<file path="src/hw/rtl/wscd_queue.sv">
// ============================================================================
// wscd_queue
// short command queue between the front and back parts
// ============================================================================
`default_nettype none

module wscd_queue #(
   parameter int WIDTH = 8,
   parameter int DEPTH = 4
) (
   input  wire logic             clock,
   input  wire logic             reset,
   input  wire logic             push,
   input  wire logic [WIDTH-1:0] push_data,
   input  wire logic             pop,
   output logic      [WIDTH-1:0] head_data,
   output logic                  empty,
   output logic                  full
);

   localparam int PW = $clog2(DEPTH);
   localparam int CW = $clog2(DEPTH + 1);

   logic [WIDTH-1:0] slot_ff [DEPTH];
   logic [PW-1:0]    wr_ptr_ff, wr_ptr_in, rd_ptr_ff, rd_ptr_in;
   logic [CW-1:0]    count_ff, count_in;
   logic             do_push, do_pop;

   assign empty     = (count_ff == '0);
   assign full      = (count_ff == CW'(DEPTH));
   assign do_push   = push && !full;
   assign do_pop    = pop && !empty;
   assign head_data = slot_ff[rd_ptr_ff];

   always_comb begin
      wr_ptr_in = wr_ptr_ff;
      rd_ptr_in = rd_ptr_ff;
      count_in  = count_ff;
      if (do_push) begin
         wr_ptr_in = (wr_ptr_ff == PW'(DEPTH - 1)) ? '0 : wr_ptr_ff + PW'(1);
      end
      if (do_pop) begin
         rd_ptr_in = (rd_ptr_ff == PW'(DEPTH - 1)) ? '0 : rd_ptr_ff + PW'(1);
      end
      if (do_push && !do_pop) begin
         count_in = count_ff + CW'(1);
      end else if (do_pop && !do_push) begin
         count_in = count_ff - CW'(1);
      end
   end

   always_ff @(posedge clock) begin
      if (reset) begin
         wr_ptr_ff <= '0;
         rd_ptr_ff <= '0;
         count_ff  <= '0;
      end else begin
         wr_ptr_ff <= wr_ptr_in;
         rd_ptr_ff <= rd_ptr_in;
         count_ff  <= count_in;
      end
   end

   always_ff @(posedge clock) begin
      if (do_push) begin
         slot_ff[wr_ptr_ff] <= push_data;
      end
   end

endmodule

`default_nettype wire

</file>
<file path="config.mk">
export PLATFORM = sky130hd
export DESIGN_NAME = wscd_queue
export DESIGN_NICKNAME = d
export VERILOG_FILES = /design/src/hw/rtl/wscd_queue.sv
export SDC_FILE = /design/constraint.sdc
export NUM_CORES = 1
export LEC_CHECK = 0
export BUFFER_PORTS_ARGS = -buffer_cell sky130_fd_sc_hd__buf_2
export CORE_MARGIN = 1.5
export CORE_UTILIZATION = 45
export DETAILED_ROUTE_END_ITERATION = 7
export HOLD_SLACK_MARGIN = 0.1
export PLACE_DENSITY = 0.65
export SYNTH_ARGS = -nofsm -noshare
export SYNTH_HDL_FRONTEND = slang
export SYNTH_SLANG_ARGS = --single-unit
</file>
<file path="constraint.sdc">
create_clock -name clock -period 2.8 [get_ports clock]
set_input_delay 0.42 -clock clock [delete_from_list [all_inputs] [get_ports clock]]
set_output_delay 0.42 -clock clock [all_outputs]
set_load 0.02 [all_outputs]
</file>
==> results of run 1 <==
[layout make-up]
| class | count | area (µm²) | share of cell area, % |
|---|---|---|---|
| repair buffers | 21 | 105 | 5.71 |
| flip-flops and latches | 41 | 1140 | 62.0 |
| inverters | 5 | 23.8 | 1.29 |
| multi-input cells | 42 | 457 | 24.8 |
| well taps | 46 | 57.6 | 3.13 |
| clock inverters | 3 | 17.5 | 0.952 |
| clock buffers | 5 | 37.5 | 2.04 |
[layout by cell type, fill, tap and decap left out, types with 2 or more instances in the layout]
cell and instances:
edfxtp_1 32, buf_2 21, dfxtp_1 9, mux4_2 8, ha_1 6, clkbuf_4 5
inv_1 4, and3_2 4, nor2_1 3, a21oi_1 3, nor3_1 2, o31ai_2 2
xor2_1 2, nand3_1 2, mux2i_1 2, clkinv_2 2
[critical path: cells and delay by family (launching register included)]
family                   cells  cell delay, ns
AND/OR/NAND/NOR              3            0.81
adder cells (fa/ha/maj)      2            0.57
flip-flops                   1            0.45
AO/OA/AOI/OAI                1            0.17
XOR/XNOR                     1            0.16
buffers and inverters        2            0.14
[per-layer routing]
metal / global-route usage [%] / up-vias / wire length [µm]
met5: 0 / - / 0
met4: 6.25 / 0 / 44
met3: 4.82 / 5 / 117
met2: 22.0 / 21 / 1230
met1: 17.1 / 417 / 1020
li1: - / 408 / -
[state kept, by name (all words and copies together) (netlist names), named ones only]
| name | cells |
|---|---|
| count_ff | 3 |
| rd_ptr_ff | 2 |
| slot_ff | 32 |
| wr_ptr_ff | 2 |
[per-stage QoR]
stage / util [%] / area (µm²) / power, µW
finish: 53.8 / 1840 / 1520
global route: 53.8 / 1840 / 1610
CTS: 53.8 / 1840 / 1540
detailed placement: 52.2 / 1780 / 1260
global placement: 52.2 / 1780 / 1250
floorplan: - / 1650 / 1150
[where the power goes]
group	internal, µW	switching [µW]
Clock	94.7	180
Sequential	742	73.1
Combinational	198	228
Total	1030	481
[kinds of logic after synthesis]
logic type / count (synthesis)
buffers and inverters: 9
adders and majority gates: 7
muxes: 10
and+or+nand+nor: 16
AOI/OAI and AO/OA: 7
xor gates and xnor gates: 2
DFF: 41
[worst min path at each step]
stage,to,slack (ns),cells past startpoint
2_1_floorplan,flop,0.46,2
3_3_place_gp,rd_ptr_ff[0],0.48,2
3_5_place_dp,rd_ptr_ff[0],0.50,2
4_1_cts,slot_ff[3][5],0.27,1
5_1_grt,slot_ff[1][6],0.26,1
6_report,slot_ff[3][5],0.29,1
[cell usage after synthesis, drive strengths merged]
cell | n | area [µm²]
o31ai | 2 | 25.0
mux4 | 8 | 180
nand3 | 2 | 10.0
or3b | 1 | 8.76
buf | 3 | 20.0
mux2i | 2 | 20.0
o21ai | 2 | 10.0
nand2 | 1 | 3.75
nor3 | 2 | 10.0
dfxtp | 9 | 180
or3 | 2 | 13.8
clkbuf | 1 | 3.75
and3 | 4 | 30.0
clkinv | 1 | 8.76
fa | 1 | 20.0
xor2 | 2 | 17.5
a21oi | 3 | 15.0
nor2 | 4 | 17.5
inv | 4 | 15.0
ha | 6 | 75.1
edfxtp | 32 | 961
==> run summary, run 1 <==
Port buffer count: 21
Hold Startpoint: push_data[5]
CTS tree: done
First-pass GRT wire length: 4050 µm
RD Place Congestion: 0.652
Syn nets: 111
Critical path startpoint: count_ff[0]
GR Overflow Total: 0
Period Utilization, post-route: 85.2%
Crit-path max cell delay: 0.45 ns
DIE AREA: 4030 µm²
Clock Latency Late Sink: 0.34 ns
Final setup margin: 0.414 ns
Worst VDD drop: 0.493 mV
Die Ht: 63.5 µm
Post-CTS sizing: 0
Core outline area: 3420 µm²
Compound-Gate Fraction of Synth Area: 3.04%
Slew margin rel.: 64.1%
Worst path arrival time: 2.65 ns
Min Tclk post-route: 2.39 ns
NumNets Final: 135
Ports: 22
Worst reg2reg path endpoint: count_ff[2]
Reg2reg start: count_ff[0]
Status: finished, final reports clean
DP Worst Slack: 0.441 ns
Main combinational cell family by area after synthesis: multiplexers
Wire per inst: 14.8 µm
Synth Instances: 92
Largest net degree at the start of global routing: 14
CP endpoint kind: flop
Residual DRC: 0
Antenna violations before repair: 0
Clock transition at path regs: 0.12 ns
Synth Area in Adders: 5.78%
Setup Buffers After CTS: 0
Vias per cell: 5.22
Max Clock Freq: 0.419 GHz
Synth cell types: 26
H-Tree Depth: 2
Register bit count reported by yosys: 41
Setup crit end: count_ff[2]
Slowest-stage cell, CP: dfxtp_1
Hold Slack: 0.288 ns
Vias in the first global route: 885
Multiplexer share of the synthesized area: 12.2%
CP required: 3.07 ns
Crit-path max FO: 7
Post-synthesis sequential area ratio: 69.4%
1st-pass router iterations: 4
Worst path cell trace: or3b_1 > clkinv_4 > nor2_2 > ha_1 > inv_1 > fa_1 > xor2_1 > or3_2 > a21oi_1
ANT cells: 0
Setup TNS: 0 ns
Cell count after placement: 155
Xor/xnor share of the synthesized area: 1.06%
Final Setup Violations: 0
Clk sinks: 41
Post-Syn Area: 1650 µm²
CTS root buffer: clkbuf_4
Max clock buf depth: 2
Hold Crit Class: in2reg
Post-synthesis simple-gate area fraction: 5.70%
Final hold violation count: 0
Number of DRC markers in iteration 0: 34
Layout area overhead: 11.8%
YS warnings: 0
Pwr/cell area: 824 nW/µm²
# rows: 21
Final HPWL DP: 1720 µm
Filler cells: 275
Finished Layout Cells: 163
Gr usage total: 13.8%
DRT antenna net count: 0
Post-Route WL: 2410 µm
Initial Util: 48.2%
Clock Skew: 0.00851 ns
Hold-fix buffers, CTS: 0
Reg2Reg Setup Slack: 0.41 ns
Total CTS buffers: 5
WS Path Type: reg2reg
Worst slew pin tran: 0.537 ns
Cell count of the worst reg-to-reg path: 9
Vias: 851
Fraction of layout instances using a drive strength above 1: 39.3%
Critical Path Start Type: flop
Maxcap violations: 0
Syn avg cell area: 17.9 µm²
Final Max Tran Viols: 0
Leak: 0.000677 µW
Unrepaired setup endpoints after global routing: no
Die X-Extent: 63.5 µm
Note: power is estimated with default switching activity, not from simulation.
==> run 2: changes to the inputs <==
Settings changed: CORE_ASPECT_RATIO set to 2.
==> run 2 against run 1 <==
Against the previous run: final cell count rose by 1.2%; largest power group unchanged; register-to-register slack about the same; via count fell by 2.0%; flip-flop and latch count unchanged.
==> run summary, run 2 (synthesis gave the netlist of run 1 again) <==
Clock transition at path regs: 0.07 ns (-0.05 ns)
Number of DRC markers in iteration 0: 24 (-29%)
Die X-Extent: 45.8 µm (-28%)
Final Max Tran Viols: 0 (unchanged)
Slowest-stage cell, CP: dfxtp_1
Largest register FFs: 32 (unchanged)
Switching Share: 30.1% (-1.6 points)
Part of the power in the clock network: 23.8% (+5.7 points)
Hold Crit Class: in2reg
Core outline area: 3450 µm² (+1.1%)
Vias in the first global route: 852 (-3.7%)
Max clock buf depth: 2 (unchanged)
Post-Route WL: 2450 µm (+1.7%)
Combinational power share: 26.1% (-2.0 points)
Worst slew pin tran: 0.548 ns (+0.0106 ns)
Worst VDD drop: 0.632 mV (+28%)
Crit-path max cell delay: 0.45 ns (about the same)
Setup TNS: 0 ns (unchanged)
Max Clock Freq: 0.418 GHz (-0.18%)
Cell Area, Placed: 1790 µm² (+0.14%)
Maxcap violations: 0 (unchanged)
Clock Latency Late Sink: 0.29 ns (-0.05 ns)
# rows: 30 (+43%)
Die Ht: 88.5 µm (+39%)
Pwr/cell area: 865 nW/µm² (+5.0%)
Reg2Reg Setup Slack: 0.41 ns (about the same)
Post-route cell area: 1880 µm² (+2.1%)
CP endpoint kind: flop
Ports: 22 (unchanged)
CTS root buffer: clkbuf_8
Psw: 490 µW (+1.8%)
Final hold violation count: 0 (unchanged)
Crit-path max FO: 7 (unchanged)
1st-pass router iterations: 4 (unchanged)
Final Setup Violations: 0 (unchanged)
Residual DRC: 0 (unchanged)
Top reg by flops: slot_ff
Fraction of layout instances using a drive strength above 1: 38.5% (-0.85 points)
Most common cell after layout, fill and taps aside: edfxtp_1
NumNets Final: 135 (unchanged)
Hold-fix buffers, CTS: 0 (unchanged)
Final HPWL DP: 1770 µm (+3.3%)
Min Tclk post-route: 2.39 ns (+0.00427 ns)
Period Utilization, post-route: 85.4% (+0.15 points)
Status: finished, final reports clean
Port buffer count: 21 (unchanged)
Gr usage total: 14.8% (+0.98 points)
CTS tree: done
First-pass GRT wire length: 3980 µm (-1.7%)
Critical Path Start Type: flop
Slew margin rel.: 63.4% (-0.71 points)
Largest net degree at the start of global routing: 13 (-1)
Bufs and invs on worst path: 2 (unchanged)
Vias: 834 (-2.0%)
Worst path cell trace: or3b_1 > clkinv_4 > nor2_2 > ha_1 > inv_1 > fa_1 > xor2_1 > or3_2 > a21oi_1
Sequential share of power: 50.1% (-3.7 points)
Commonest cells after routing, fill and taps aside: edfxtp_1 (32), buf_2 (21), dfxtp_1 (9)
Initial Util: 47.6% (-0.52 points)
Filler cells: 313 (+14%)
Total CTS buffers: 5 (unchanged)
Layout area overhead: 14.1%
DIE AREA: 4050 µm² (+0.55%)
H-Tree Depth: 2 (unchanged)
Largest registers: slot_ff: 32 flops, count_ff: 3 flops
Post-CTS sizing: 0 (unchanged)
Leak: 0.000695 µW (+2.6%)
ANT cells: 0 (unchanged)
Internal power component: 1130 µW (+9.7%)
Unrepaired setup endpoints after global routing: no
GR Overflow Total: 0 (unchanged)
Vias per cell: 5.05 (-3.2%)
Wire per inst: 14.8 µm (+0.51%)
Worst path arrival time: 2.61 ns (-0.04 ns)
Clock Skew: 0.00322 ns (-0.00529 ns)
Antenna violations before repair: 0 (unchanged)
Setup Buffers After CTS: 0 (unchanged)
WS Path Type: reg2reg
RD Place Congestion: 0.643 (-1.4%)
DRT antenna net count: 0 (unchanged)
Delay-heaviest family, CP: simple AND/OR/NAND/NOR gates
CP required: 3.02 ns (-0.05 ns)
Clk sinks: 41 (unchanged)
run 2: power groups by stage:
| stage | Sequential, µW | Combinational [µW] | Clock, µW |
|---|---|---|---|
| 6_report | 814 | 424 | 386 |
| 2_1_floorplan | 789 | 357 | 0 |
| 5_1_grt | 830 | 465 | 424 |
| 3_3_place_gp | 825 | 413 | 0 |
| 3_5_place_dp | 833 | 431 | 0 |
| 4_1_cts | 819 | 432 | 393 |
run 2: layer usage:
metal | track usage, % | up-vias | part of all wire (%)
li1 | - | 400 | -
met3 | 4.49 | 6 | 3.9
met5 | 0 | - | 0
met4 | 8.57 | 0 | 2.8
met1 | 14.4 | 408 | 35
met2 | 26.1 | 20 | 58
run 2: stage by stage:
| step | hold slack (ns) | setup slack, ns | cells | power (µW) | util [%] |
|---|---|---|---|---|---|
| floorplan | 0.463 | 0.606 | 92 | 1150 | - |
| global placement | 0.479 | 0.519 | 157 | 1240 | 51.7 |
| detailed placement | 0.511 | 0.411 | 157 | 1260 | 51.7 |
| CTS | 0.335 | 0.401 | 165 | 1640 | 54.4 |
| global route | 0.332 | 0.234 | 165 | 1720 | 54.4 |
| finish | 0.342 | 0.410 | 165 | 1620 | 54.4 |
run 2: path summary, 6_finish.rpt:
| kind | from | depth (start not counted) | end |
|---|---|---|---|
| min reg2reg | rd_ptr_ff[0] | 2 | flop |
| max reg2reg | count_ff[0] | 9 | count_ff[2] |
| min | push_data[5] | 1 | slot_ff[1][5] |
| max | count_ff[0] | 9 | count_ff[2] |
run 2: final cells by class:
class | count | area (µm²) | share of cell area, %
clock buffer | 6 | 82.6 | 4.40
timing repair buffer | 21 | 105 | 5.60
clock inverter | 2 | 8.76 | 0.466
tap | 48 | 60.1 | 3.20
sequential | 41 | 1140 | 60.8
inverter | 5 | 23.8 | 1.27
multi-input combinational | 42 | 457 | 24.3
==> run 3: changes to the inputs <==
Settings changed: CTS_BUF_LIST set to sky130_fd_sc_hd__clkbuf_16.
==> run 3 against run 2 <==
Against the previous run: flip-flop and latch count stayed put; sequential power about the same; global-route usage rose by 0.16 points; clock skew grew 0.00099 ns; core utilization increased by 1.3 points; design area increased by 2.5%; non-clock buffer count stayed put; worst setup slack improved by 0.00074 ns; maximum frequency about the same; routed wire length rose by 1.7%; critical endpoint unchanged; highest routed layer unchanged.
==> run summary, run 3 (synthesis gave the netlist of run 1 again) <==
Unrepaired setup endpoints after global routing: no
Final Util: 55.7% (+1.3 points)
Core outline area: 3450 µm² (unchanged)
DRT antenna net count: 0 (unchanged)
First-pass GRT wire length: 4000 µm (+0.53%)
Largest registers: slot_ff: 32 flops, count_ff: 3 flops
Commonest cells after routing, fill and taps aside: edfxtp_1 (32), buf_2 (21), dfxtp_1 (9)
Max Clock Freq: 0.419 GHz (about the same)
Die X-Extent: 45.8 µm (unchanged)
Post-Route WL: 2490 µm (+1.7%)
Final hold violation count: 0 (unchanged)
Residual DRC: 0 (unchanged)
Most common cell after layout, fill and taps aside: edfxtp_1
Post-CTS sizing: 0 (unchanged)
DIE AREA: 4050 µm² (unchanged)
Crit-path max FO: 7 (unchanged)
Ports: 22 (unchanged)
Setup Buffers After CTS: 0 (unchanged)
CTS tree: done
Worst VDD drop: 0.519 mV (-18%)
Largest net degree at the start of global routing: 13 (unchanged)
CP required: 3.01 ns (about the same)
Status: finished, final reports clean
1st-pass router iterations: 4 (unchanged)
Pwr/cell area: 921 nW/µm² (+6.5%)
Leak: 0.000715 µW (+2.9%)
Vias per cell: 5.08 (+0.60%)
Vias: 839 (+0.60%)
Antenna violations before repair: 0 (unchanged)
Top reg by flops: slot_ff
Gr usage total: 15.0% (+0.16 points)
Finished Layout Cells: 165 (unchanged)
ANT cells: 0 (unchanged)
GR Overflow Total: 0 (unchanged)
Port buffer count: 21 (unchanged)
Layout area overhead: 17.0%
Min Tclk post-route: 2.39 ns (-0.000738 ns)
CTS root buffer: clkbuf_16
Period Utilization, post-route: 85.3% (about the same)
Wire per inst: 15.1 µm (+1.7%)
CP endpoint kind: flop
Final HPWL DP: 1770 µm (unchanged)
Maxcap violations: 0 (unchanged)
Total CTS buffers: 5 (unchanged)
Largest register FFs: 32 (unchanged)
Worst path arrival time: 2.60 ns (about the same)
Hold Slack: 0.351 ns (+0.00950 ns)
NumNets Final: 135 (unchanged)
Critical Path Start Type: flop
Die Ht: 88.5 µm (unchanged)
Clock transition at path regs: 0.06 ns (about the same)
Fraction of layout instances using a drive strength above 1: 37.6% (-0.85 points)
Max clock buf depth: 2 (unchanged)
Number of DRC markers in iteration 0: 20 (-17%)
H-Tree Depth: 2 (unchanged)
Clk sinks: 41 (unchanged)
Final Max Tran Viols: 0 (unchanged)
Setup TNS: 0 ns (unchanged)
Cell count after placement: 157 (unchanged)
RD Place Congestion: 0.643 (unchanged)
Vias in the first global route: 860 (+0.94%)
WS Path Type: reg2reg
Hold-fix buffers, CTS: 0 (unchanged)
# rows: 30 (unchanged)
Clock Latency Late Sink: 0.28 ns (about the same)
Worst slew pin tran: 0.547 ns (-0.000276 ns)
Slew margin rel.: 63.5% (about the same)
Clock Skew: 0.00421 ns (+0.000989 ns)
Hold Crit Class: in2reg
Final Setup Violations: 0 (unchanged)
Initial Util: 47.6% (unchanged)
[run 3: metal layers]
layer  track usage, %  share of wire [%]  up-vias
met5                0                  0        -
met4             9.35                3.1        0
met3             4.49                4.1        6
met2             26.1                 58       20
met1             14.5                 35      413
li1                 -                  -      400
[run 3: metrics by stage]
step	power [µW]	cell area (µm²)	worst slack, ns
floorplan	1150	1650	0.606
global placement	1240	1790	0.519
detailed placement	1260	1790	0.411
CTS	1790	1920	0.406
global route	1870	1920	0.237
finish	1770	1920	0.411
[run 3: power by group]
group,internal (µW),switching [µW],total (µW)
Clock,322,210,532
Sequential,743,72.3,816
Combinational,198,227,425
Total,1260,510,1770
[run 3: worst paths after layout]
path,start,endpoint,slack (ns),cells past startpoint
worst max-delay path,count_ff[0],count_ff[2],0.41,9
worst min-delay path,push_data[5],slot_ff[1][5],0.35,1
worst min register to register,rd_ptr_ff[0],flop,0.51,2
worst max register to register,count_ff[0],count_ff[2],0.41,9
[run 3: area by class of cell]
class	instances	area [µm²]
clock buffer	5	125
clock inverter	3	12.5
fill	307	1530
inverter	5	23.8
multi-input combinational	42	457
sequential	41	1140
tap	48	60.1
timing repair buffer	21	105
[run 3: worst max-delay path, stage by stage, from the launching register on]
cell	delay (ns)
dfxtp_1	0.44
or3b_1	0.31
clkinv_4	0.09
nor2_2	0.14
ha_1	0.20
inv_1	0.07
fa_1	0.37
xor2_1	0.15
or3_2	0.40
a21oi_1	0.15
