--- config.mk ---
export PLATFORM = sky130hd
export DESIGN_NAME = wscd_front
export DESIGN_NICKNAME = d
export VERILOG_FILES = /design/src/hw/rtl/wscd_pkg.sv /design/src/hw/rtl/wscd_front.sv
export SDC_FILE = /design/constraint.sdc
export NUM_CORES = 1
export LEC_CHECK = 0
export BUFFER_PORTS_ARGS = -buffer_cell sky130_fd_sc_hd__buf_2
export CORE_ASPECT_RATIO = 2
export CORE_MARGIN = 2
export CORE_UTILIZATION = 45
export CTS_CLUSTER_DIAMETER = 150
export DETAILED_ROUTE_END_ITERATION = 6
export PLACE_DENSITY_LB_ADDON = 0.15
export SYNTH_ARGS = -nofsm -noshare
export SYNTH_HDL_FRONTEND = slang
export SYNTH_SLANG_ARGS = --single-unit
--- constraint.sdc ---
create_clock -name clock -period 4.45 [get_ports clock]
set_clock_uncertainty 0.1 [all_clocks]
set_input_delay 1.335 -clock clock [delete_from_list [all_inputs] [get_ports clock]]
set_output_delay 1.335 -clock clock [all_outputs]
set_load 0.1 [all_outputs]
--- src/hw/rtl/wscd_pkg.sv ---
// ============================================================================
// wscd_pkg
// shared constants, codes and types of the windowed size correlation detector
// ============================================================================
`default_nettype none

package wscd_pkg;

   localparam int DEF_MAX_WINDOW = 1024;
   localparam int DEF_SIZE_BITS  = 16;

   localparam int PKT_BITS  = 16;
   localparam int WIN_BITS  = 11;
   localparam int THR_BITS  = 16;
   localparam int CORR_BITS = 16;
   localparam int CSR_BITS  = 32;
   localparam int ADDR_BITS = 3;

   localparam int MIN_SAMPLES = 10;

   localparam logic [WIN_BITS-1:0] WINDOW_RESET = 11'd1000;
   localparam logic [THR_BITS-1:0] THRESH_RESET = 16'd45875;

   localparam logic REG_WINDOW = 1'b0;
   localparam logic REG_THRESH = 1'b1;

   typedef enum logic [1:0] {
      OP_REC_IN  = 2'd0,
      OP_REC_OUT = 2'd1,
      OP_QUERY   = 2'd2,
      OP_NONE    = 2'd3
   } op_type;

   typedef struct packed {
      logic                        valid;
      logic signed [CORR_BITS-1:0] correlation;
      logic                        correlated;
      logic                        enough_samples;
   } rsp_type;

endpackage

`default_nettype wire

--- src/hw/rtl/wscd_front.sv ---
// ============================================================================
// wscd_front
// accepts requests, keeps ring pointers and counts, queues commands
// ============================================================================
`default_nettype none

module wscd_front #(
   parameter int MAX_WINDOW = wscd_pkg::DEF_MAX_WINDOW,
   parameter int SIZE_BITS  = wscd_pkg::DEF_SIZE_BITS,
   parameter int QW         = 8
) (
   input  wire logic                          clock,
   input  wire logic                          reset,
   input  wire logic                          start,
   input  wire logic                          q_full,
   input  wire logic [1:0]                    req_type,
   input  wire logic [wscd_pkg::PKT_BITS-1:0] req_pkt_size,
   input  wire logic [wscd_pkg::WIN_BITS-1:0] window_size,
   output logic                               busy,
   output logic                               push,
   output logic      [QW-1:0]                 push_data
);

   localparam int SW = (SIZE_BITS < wscd_pkg::PKT_BITS) ? SIZE_BITS : wscd_pkg::PKT_BITS;
   localparam int AW = $clog2(MAX_WINDOW);
   localparam int NW = $clog2(MAX_WINDOW + 1);

   logic [AW-1:0]       in_old_ff, in_old_in, out_old_ff, out_old_in;
   logic [NW-1:0]       in_cnt_ff, in_cnt_in, out_cnt_ff, out_cnt_in;
   logic [NW-1:0]       win;
   logic [2*AW+NW-1:0]  in_next, out_next;
   logic                accept;
   wscd_pkg::op_type    op;
   logic [SW-1:0]       size;
   logic [AW-1:0]       fld_a, fld_b;
   logic [NW-1:0]       fld_n;
   logic                fld_enough;

   function automatic logic [2*AW+NW-1:0] ring_next(
      input logic [AW-1:0] oldest,
      input logic [NW-1:0] count,
      input logic [NW-1:0] lim
   );
      logic [NW:0]   sum;
      logic [NW:0]   cnt1;
      logic [NW+1:0] t;
      logic [AW-1:0] pos;
      logic [AW-1:0] nold;
      logic [NW-1:0] ncnt;
      sum = (NW+1)'(oldest) + (NW+1)'(count);
      if (sum >= (NW+1)'(MAX_WINDOW)) begin
         sum = sum - (NW+1)'(MAX_WINDOW);
      end
      pos  = AW'(sum);
      cnt1 = (NW+1)'(count) + (NW+1)'(1);
      t    = (NW+2)'(pos) + (NW+2)'(1) + (NW+2)'(MAX_WINDOW) - (NW+2)'(lim);
      if (t >= (NW+2)'(2 * MAX_WINDOW)) begin
         t = t - (NW+2)'(2 * MAX_WINDOW);
      end else if (t >= (NW+2)'(MAX_WINDOW)) begin
         t = t - (NW+2)'(MAX_WINDOW);
      end
      if (cnt1 > (NW+1)'(lim)) begin
         nold = AW'(t);
         ncnt = lim;
      end else begin
         nold = oldest;
         ncnt = NW'(cnt1);
      end
      return {nold, ncnt, pos};
   endfunction

   always_comb begin
      if (32'(window_size) > 32'(MAX_WINDOW)) begin
         win = NW'(MAX_WINDOW);
      end else begin
         win = NW'(window_size);
      end
   end

   assign busy     = q_full;
   assign accept   = start && !q_full;
   assign op       = wscd_pkg::op_type'(req_type);
   assign size     = SW'(req_pkt_size);
   assign in_next  = ring_next(in_old_ff, in_cnt_ff, win);
   assign out_next = ring_next(out_old_ff, out_cnt_ff, win);

   always_comb begin
      in_old_in  = in_old_ff;
      in_cnt_in  = in_cnt_ff;
      out_old_in = out_old_ff;
      out_cnt_in = out_cnt_ff;
      push       = 1'b0;
      fld_a      = '0;
      fld_b      = '0;
      fld_n      = '0;
      fld_enough = 1'b0;
      case (op)
         wscd_pkg::OP_REC_IN: begin
            push  = accept;
            fld_a = in_next[AW-1:0];
            if (accept) begin
               {in_old_in, in_cnt_in} = in_next[2*AW+NW-1:AW];
            end
         end
         wscd_pkg::OP_REC_OUT: begin
            push  = accept;
            fld_a = out_next[AW-1:0];
            if (accept) begin
               {out_old_in, out_cnt_in} = out_next[2*AW+NW-1:AW];
            end
         end
         wscd_pkg::OP_QUERY: begin
            push       = accept;
            fld_a      = in_old_ff;
            fld_b      = out_old_ff;
            fld_n      = (in_cnt_ff < out_cnt_ff) ? in_cnt_ff : out_cnt_ff;
            fld_enough = (in_cnt_ff >= NW'(wscd_pkg::MIN_SAMPLES)) &&
                         (out_cnt_ff >= NW'(wscd_pkg::MIN_SAMPLES));
         end
         default: begin
            push = 1'b0;
         end
      endcase
   end

   assign push_data = {req_type, size, fld_a, fld_b, fld_n, fld_enough};

   always_ff @(posedge clock) begin
      if (reset) begin
         in_old_ff  <= '0;
         in_cnt_ff  <= '0;
         out_old_ff <= '0;
         out_cnt_ff <= '0;
      end else begin
         in_old_ff  <= in_old_in;
         in_cnt_ff  <= in_cnt_in;
         out_old_ff <= out_old_in;
         out_cnt_ff <= out_cnt_in;
      end
   end

endmodule

`default_nettype wire

==> impl_metrics.tcl, run 1 <==
set metrics [dict create \
    wl_per_cell_um 19.0 \
    syn_area_per_cell_um2 7.55 \
    crit_top_cell "a21o_1" \
    grt_max_degree 30 \
    place_hpwl_mm 6.37 \
    ys_ff_latch 22 \
    post_cts_buffers 0 \
    n_antenna_cell 0 \
    vdd_drop_max_uv 111 \
    die_area_mm2 0.00664 \
    synth_area_mm2 0.00269 \
    yosys-mux-area-fraction 0.0270 \
    synthAdderAreaFrac 0.158 \
    grt_remaining_overflow 0 \
    numCtsBuffers 3 \
    synth_flop_cell "dfxtp_1" \
    rsz0062_at_grt "false" \
    status "complete, but fails checks" \
    clockBufferDepth 2 \
    fmaxAchievable_ghz 0.234 \
    drtPass1Iterations 6 \
    crit_arrival_ps 2850 \
    route.vias.total 2757 \
    synth_top_family_by_area "simple AND/OR/NAND/NOR gates" \
    final_nets 443 \
    syn2layout_area_growth_pct 10.8 \
    synth.area.top_cells "dfxtp_1 (16%), ha_1 (16%), nand3_1 (6.0%), a21oi_1 (4.8%), xnor2_1 (4.6%)" \
    grt_pass1_vias 2903 \
    end_kind "primary output" \
    violations "DRC" \
    synth_cell_type_count 56 \
    relSlewSlack 0.506 \
    power.density_mw_per_mm2 236 \
    final.min_clock_period_ps 4280 \
    die_w_um 58.6 \
    p_clk_frac 0.290 \
    synth_simple_gate_area_frac 0.270 \
    synth_top_area_frac 0.164 \
    worst_pin_slew_ps 740 \
    p_comb_frac 0.384 \
    final.period_utilization 0.962 \
    critical_path.top_delay_family "compound AO/OA/AOI/OAI gates" \
    hold_viol_final 0 \
    track_usage 0.273 \
    gp_congestion 0.883 \
    p_sw_frac 0.385 \
    rrSetupSlack_ps 530 \
    clk_latency_ps 270 \
    cap_violations 0 \
    cpPeakStageDelay_ps 470 \
    fp-row-count 39 \
    synth_nets 423 \
    antenna_found_initial 0 \
    p_leak_nw 1.19 \
    port_buffers 26 \
    post_drt_via_cell_ratio 6.34 \
    fillers 591 \
    synth_edf_count 0 \
    cts-htree-levels 1 \
    antenna_left 0 \
    ios 43 \
    crit_slowest_cell "dfxtp_1" \
    holdBufCountCts 0 \
    drc_errors 2 \
    totalWireLength_mm 8.28 \
    path_buf_inv 2 \
    dr.first_iter.drc_count 138 \
    die_h_um 113 \
    setup_viol 0 \
    synth_xor_area_frac 0.0722 \
    core_mm2 0.00576 \
    crit_required_ps 3010 \
    dp_cells 432 \
    crit_fanout 8 \
    criticalPathCategory "flop to primary output" \
    synth_seq_area_share 0.164 \
    mostFrequentLayoutCell "ha_1" \
    p_int_uw 432 \
    cts.sinks 22 \
    multiInputGateArea_mm2 0.00202 \
    syn-instance-count 356 \
    finalSetupTns_ps 0 \
    instances_no_fill 435 \
    seqPwrFrac 0.327 \
    seq_area_um2 440 \
    final_cell_mix "ha_1 (34), nand3_1 (32), nand2_1 (28), a21oi_1 (26), buf_2 (26)" \
    cts-root-buf "clkbuf_16" \
    yosysWarnings 0 \
    cts_tree "yes" \
    startpoint_type "flop" \
    synth_compound_gate_area_share 0.224 \
    grt_pass1_wl_mm 14.0 \
    initial_utilization 0.467 \
    hp-class "flop to flop" \
    synthArstFlopShare 0 \
    post_route_cells_drive_above_1_share 0.152 \
    post_cts_resized 0 \
    switchingPower_uw 270 \
    slew_violations 0 \
    yosys.area.top_type "dfxtp_1" \
    cp_cell_sequence "inv_1, ha_1, a21o_1, a21o_1, a211oi_1, o21a_1, o21ai_0, a21oi_1, buf_2" \
    clk_pin_slew_ps 70 \
]
==> kinds of logic after synthesis <==
kind of cell / count (synthesis)
AOI/OAI and AO/OA: 92
xor gates and xnor gates: 19
adders and majority gates: 34
buffers and inverters: 49
DFF: 22
muxes: 7
and+or+nand+nor: 133
==> path summary, 6_finish.rpt <==
kind                       start        endpoint  depth (start not counted)
hold / removal    out_cnt_ff[10]  out_cnt_ff[10]                          2
setup reg to reg   out_cnt_ff[0]   out_cnt_ff[2]                         13
setup / recovery   out_cnt_ff[1]    push_data[5]                          9
hold reg to reg   out_cnt_ff[10]  out_cnt_ff[10]                          2
==> registers in the layout, indices dropped and copies added, names as in the netlist <==
signal / flops
out_cnt_ff: 11
in_cnt_ff: 11
==> Yosys cell counts (5+ instances only) <==
cell      number
and3_1         5
o21ai_0       17
o21a_1         6
nor3_1        14
mux2i_1        5
clkbuf_1      16
a31oi_1        5
or4_1          8
nand4_1        9
nor2b_1        6
xnor2_1       14
a21oi_1       26
nand3_1       32
inv_1         19
nand2_1       28
nor2_1         7
ha_1          34
dfxtp_1       22
buf_4          6
o211ai_1      13
==> metal layers <==
metal | up-vias | part of all wire | GRT usage
met5 | - | 0 | 0
met4 | 0 | 0.029 | 0.127
met3 | 21 | 0.033 | 0.0309
met2 | 66 | 0.54 | 0.505
met1 | 1312 | 0.40 | 0.295
li1 | 1358 | - | -
==> area by class of cell <==
class / count / share of cell area
Multi-Input combinational cell: 285 / 0.678
Sequential cell: 22 / 0.148
Timing Repair Buffer: 44 / 0.0976
Tap cell: 61 / 0.0257
Clock buffer: 3 / 0.0252
Inverter: 20 / 0.0252
==> worst reg2reg max path, delay by kind of cell (launching register included) <==
kind	cells	cell delay (ps)
fa+ha+maj	2	640
simple gates	7	2000
flops	1	510
compound gates	2	260
xor+xnor	1	180
buf+inv	1	150
==> power groups by stage <==
stage          registers, mW  clock network [mW]  logic [mW]
2_1_floorplan          0.219                   0       0.200
3_3_place_gp           0.233                   0       0.262
3_5_place_dp           0.234                   0       0.266
4_1_cts                0.229               0.209       0.267
5_1_grt                0.232               0.214       0.297
6_report               0.230               0.204       0.270
==> metrics by stage <==
step                utilization  hold WS (ps)  power (mW)  instance area [um2]  setup slack [ps]
floorplan                     -           382       0.419                 2690             -81.3
global placement          0.504           404       0.495                 2900               286
detailed placement        0.504           411       0.499                 2900               294
CTS                       0.517           421       0.706                 2980               154
global route              0.517           479       0.743                 2980              6.13
finish                    0.517           430       0.703                 2980               168
No activity file was read; power rests on OpenSTA's default activity.
==> run 2, diff against run 1 <==
Settings changed: SETUP_SLACK_MARGIN from default to 0.3.
==> impl_metrics.tcl, run 2 (same netlist as run 1, synthesis figures left out) <==
set metrics [dict create \
    post_cts_buffers 0 \
    cts_tree "yes" \
    largestRegisters "in_cnt_ff x11, out_cnt_ff x11" \
    setup_ws_ps 452 \
    core_mm2 0.00576 \
    p_leak_nw 1.22 \
    setup_viol 0 \
    n_antenna_cell 0 \
    rsz0062_at_grt "true" \
    status "complete, but fails checks" \
    dp_cells 437 \
    seq_area_um2 443 \
    die_area_mm2 0.00664 \
    die_h_um 113 \
    clockBufferDepth 2 \
    fmaxAchievable_ghz 0.250 \
    cts-htree-levels 1 \
    end_kind "flop" \
    route.vias.total 2775 \
    final_cell_mix "ha_1 (34), nand3_1 (32), nand2_1 (28), a21oi_1 (25), buf_4 (23)" \
    setup.worst_path.start "window_size[10]" \
    grt_remaining_overflow 0 \
    hold_path.startpoint "out_cnt_ff[10]" \
    violations "DRC" \
    power.density_mw_per_mm2 237 \
    die_w_um 58.6 \
    finalSetupTns_ps 0 \
    port_buffers 26 \
    final.period_utilization 0.898 \
    post_drt_via_cell_ratio 6.29 \
    place_ws_ps 239 \
    grt_pass1_wl_mm 13.5 \
    relSlewSlack 0.491 \
    track_usage 0.263 \
    fp-row-count 39 \
    wl_per_cell_um 18.8 \
    dpl_cell_area_mm2 0.00293 \
    clk_latency_ps 260 \
    total_power_uw 726 \
    clk_pin_slew_ps 70 \
    r2r-start "out_cnt_ff[0]" \
    crit_arrival_ps 4060 \
    drc_errors 1 \
    syn2layout_area_growth_pct 14.1 \
    multiInputGateArea_mm2 0.00203 \
    startpoint_type "input port" \
    instances_no_fill 441 \
    slew_violations 0 \
    initial_utilization 0.467 \
    crit_required_ps 4520 \
    grt_max_degree 31 \
    vdd_drop_max_uv 115 \
    numCtsBuffers 3 \
    post_route_cells_drive_above_1_share 0.176 \
    final.min_clock_period_ps 4000 \
    totalWireLength_mm 8.30 \
    rrSetupSlack_ps 620 \
    worst_pin_slew_ps 763 \
    final_nets 448 \
    fin_area_mm2 0.00307 \
    drtPass1Iterations 6 \
    cts.sinks 22 \
    criticalPathCategory "input port to flop" \
    hold_viol_final 0 \
    antenna_left 0 \
    crit_fanout 11 \
    ios 43 \
    grt_pass1_vias 2745 \
    gp_congestion 0.949 \
    cap_violations 0 \
    place_hpwl_mm 6.41 \
    mostFrequentLayoutCell "ha_1" \
    fillers 597 \
    holdBufCountCts 0 \
    hp-class "flop to flop" \
    cts-root-buf "clkbuf_16" \
    antenna_found_initial 0 \
    dr.first_iter.drc_count 112 \
]
-- run 2: cell count changes in the layout (fill, tap and decap cells not counted) --
cell	delta
a21oi_1	-1
a21oi_2	+1
buf_12	-1
buf_2	-7
buf_4	+7
buf_6	+6
clkbuf_8	+1
dfxtp_1	-2
dfxtp_2	+2
nor3_1	-1
nor3_2	+1
-- run 2: layer usage --
| metal | GRT usage | share of wire |
|---|---|---|
| met1 | 0.300 | 0.40 |
| met2 | 0.488 | 0.54 |
| met3 | 0.0194 | 0.034 |
| met4 | 0.102 | 0.031 |
| met5 | 0 | 0 |
-- run 2: through the flow --
step / util / hold slack [ps]
after floorplan: - / 382
after global placement: 0.509 / 404
after detailed placement: 0.509 / 419
after CTS: 0.527 / 428
after global routing: 0.532 / 471
final: 0.532 / 434
-- run 2: power by group --
group          internal, mW  switching, mW
clock                 0.138         0.0846
sequential            0.208         0.0212
combinational         0.107          0.168
total                 0.452          0.273
-- run 2: repair_timing --
action,in CTS,in global routing
endpoints found under the setup margin,7,13
hold endpoints to repair,0,0
resized for setup,7,9
gates cloned,0,0
-- run 2: worst max-delay path, stage by stage --
cell and delay [ps]:
buf_2 100, buf_4 150, nor2b_1 260, inv_1 130, ha_1 340, a21o_1 170
a21oi_1 190, o21ai_0 110, a311o_1 360, o21a_1 370, or4_1 460, o311ai_1 80
-- run 2: final timing paths --
check | end | cells after the start
max | out_cnt_ff[2] | 12
min | out_cnt_ff[10] | 2
max reg2reg | out_cnt_ff[2] | 12
min reg2reg | out_cnt_ff[10] | 2
-- run 2: final cells by class --
cell class | instances | area share
clock buffers | 4 | 0.0290
inverters | 20 | 0.0245
flip-flops and latches | 22 | 0.144
multi-input cells | 285 | 0.661
well taps | 61 | 0.0249
repair buffers | 49 | 0.116
==> run 3, diff against run 2 <==
Settings changed: ABC_AREA from default to 1.
==> impl_metrics.tcl, run 3 <==
set metrics [dict create \
    critical_path.top_delay_family "compound AO/OA/AOI/OAI gates" \
    startpoint_type "flop" \
    clk_latency_ps 250 \
    cap_violations 0 \
    totalWireLength_mm 8.08 \
    port_buffers 26 \
    post_drt_via_cell_ratio 5.61 \
    total_power_uw 563 \
    grt_pass1_vias 2758 \
    slew_violations 0 \
    criticalPathCategory "flop to primary output" \
    reg2reg_depth 19 \
    p_int_uw 384 \
    fillers 624 \
    ios 43 \
    p_clk_frac 0.377 \
    clk_pin_slew_ps 60 \
    cts_tree "yes" \
    grt_remaining_overflow 0 \
    die_h_um 115 \
    synth_flop_cell "dfxtp_1" \
    vdd_drop_max_uv 107 \
    yosys.area.top_type "dfxtp_1" \
    rrSetupSlack_ps 1100 \
    crit_required_ps 3010 \
    hold_viol_final 0 \
    synth_simple_gate_area_frac 0.395 \
    grt_max_degree 23 \
    relSlewSlack 0.632 \
    fin_util 0.534 \
    core_mm2 0.00601 \
    dr.first_iter.drc_count 179 \
    path_buf_inv 3 \
    synthArstFlopShare 0 \
    synth_xor_area_frac 0.0347 \
    multiInputGateArea_mm2 0.00206 \
    r2r-end "out_cnt_ff[6]" \
    synth_seq_area_share 0.158 \
    p_sw_frac 0.318 \
    place_hpwl_mm 6.55 \
    crit_fanout 14 \
    synth_nets 491 \
    fmaxAchievable_ghz 0.251 \
    synthAdderAreaFrac 0.153 \
    post_cts_resized 0 \
    ys_top_cells_by_count "nand2_1 (87), inv_1 (61), nand3_1 (51)" \
    yosys-mux-area-fraction 0 \
    final_cell_mix "nand2_1 (87), inv_1 (61), nand3_1 (51), nor2_1 (34), ha_1 (34)" \
    cts-root-buf "clkbuf_16" \
    synth_area_mm2 0.00278 \
    cts-htree-levels 1 \
    n_antenna_cell 0 \
    syn2layout_area_growth_pct 15.5 \
    synth_top_family_by_area "simple AND/OR/NAND/NOR gates" \
    end_kind "primary output" \
    synth_edf_count 0 \
    seqPwrFrac 0.358 \
    crit_arrival_ps 2540 \
    setup_viol 0 \
    synth_most_common_cell "nand2_1" \
    clockBufferDepth 2 \
    final.min_clock_period_ps 3980 \
    numCtsBuffers 3 \
    cts.sinks 22 \
    hp-class "flop to flop" \
    syn-instance-count 424 \
    p_leak_nw 1.55 \
    synth_cell_type_count 38 \
    synth.area.top_cells "dfxtp_1 (16%), ha_1 (15%), nand2_1 (12%), nand3_1 (9.2%), inv_1 (8.2%)" \
    route.vias.total 2840 \
    p_comb_frac 0.265 \
    hold-path-cell-count 2 \
    grt_pass1_wl_mm 13.2 \
    yosysWarnings 0 \
    timing.hold.worst_endpoint "out_cnt_ff[9]" \
    final.period_utilization 0.894 \
    final_nets 511 \
    power.density_mw_per_mm2 175 \
    antenna_left 0 \
    fp-row-count 40 \
    cpPeakStageDelay_ps 470 \
    synth_compound_gate_area_share 0.135 \
    place_ws_ps 524 \
    worst_pin_slew_ps 548 \
    holdBufCountCts 0 \
    switchingPower_uw 179 \
    mostFrequentLayoutCell "nand2_1" \
    die_area_mm2 0.00686 \
    ys_ff_latch 22 \
    r2r-start "out_cnt_ff[0]" \
    crit_slowest_cell "dfxtp_1" \
    syn_area_per_cell_um2 6.55 \
    die_w_um 59.6 \
    synth_top_area_frac 0.158 \
    wl_per_cell_um 16.0 \
    largestRegisters "in_cnt_ff x11, out_cnt_ff x11" \
    cp_cell_sequence "inv_1, ha_1, a21oi_1, a2111o_1, o2111ai_1, buf_6, nor2_1, a211oi_4, buf_12" \
    initial_utilization 0.463 \
    hold_path.startpoint "out_cnt_ff[9]" \
    rsz0062_at_grt "false" \
    drtPass1Iterations 5 \
    finalSetupTns_ps 0 \
    track_usage 0.253 \
    post_route_cells_drive_above_1_share 0.208 \
    post_cts_buffers 0 \
    seq_area_um2 440 \
    status "finished clean" \
    setup_ws_ps 474 \
    drc_errors 0 \
    gp_congestion 0.985 \
    antenna_found_initial 0 \
]
==> run 3: final cells by class <==
cell class | instances | share of cell area
Clock buffer | 4 | 0.0277
Tap cell | 63 | 0.0246
Timing Repair Buffer | 33 | 0.0955
Multi-Input combinational cell | 322 | 0.642
Sequential cell | 22 | 0.137
Inverter | 62 | 0.0725
==> run 3: through the flow <==
step,area (um2),instances,hold slack [ps]
after floorplan,2840,424,371
after global placement,3120,502,397
after detailed placement,3120,502,409
after CTS,3210,506,417
after global routing,3210,506,435
final,3210,506,415
==> run 3: per-layer routing <==
layer	vias up	wire (um)	global-route usage
met2	76	4450	0.465
met4	0	438	0.121
met5	-	0	0
met1	1301	2900	0.279
met3	31	293	0.0191
li1	1432	-	-
==> run 3: kinds of logic after synthesis <==
| family | after synthesis |
|---|---|
| AND/OR/NAND/NOR | 222 |
| buffers and inverters | 80 |
| AO/OA/AOI/OAI | 55 |
| adder cells (fa/ha/maj) | 34 |
| flip-flops | 22 |
| XOR/XNOR | 11 |
==> run 3: worst max path at each step <==
stage	to	cells after the start	start	slack [ps]
after floorplan	push_data[1]	3	req_type[0]	-2
after global placement	out_cnt_ff[6]	17	window_size[6]	560
after detailed placement	out_cnt_ff[6]	19	window_size[6]	520
after CTS	push_data[5]	11	out_cnt_ff[10]	440
after global routing	push_data[5]	11	out_cnt_ff[10]	340
final	push_data[5]	9	out_cnt_ff[2]	470
==> run 3: power by group through the flow <==
stage          Combinational (mW)  Sequential [mW]  Clock [mW]
6_report                    0.149            0.201       0.212
5_1_grt                     0.164            0.201       0.225
4_1_cts                     0.149            0.201       0.213
3_5_place_dp                0.149            0.206           0
3_3_place_gp                0.147            0.205           0
2_1_floorplan               0.108            0.204           0
==> run 3: worst min-delay path, cell delays in order (launching register included) <==
cell	delay (ps)
dfxtp_1	340
nand2_1	70
a21oi_1	60
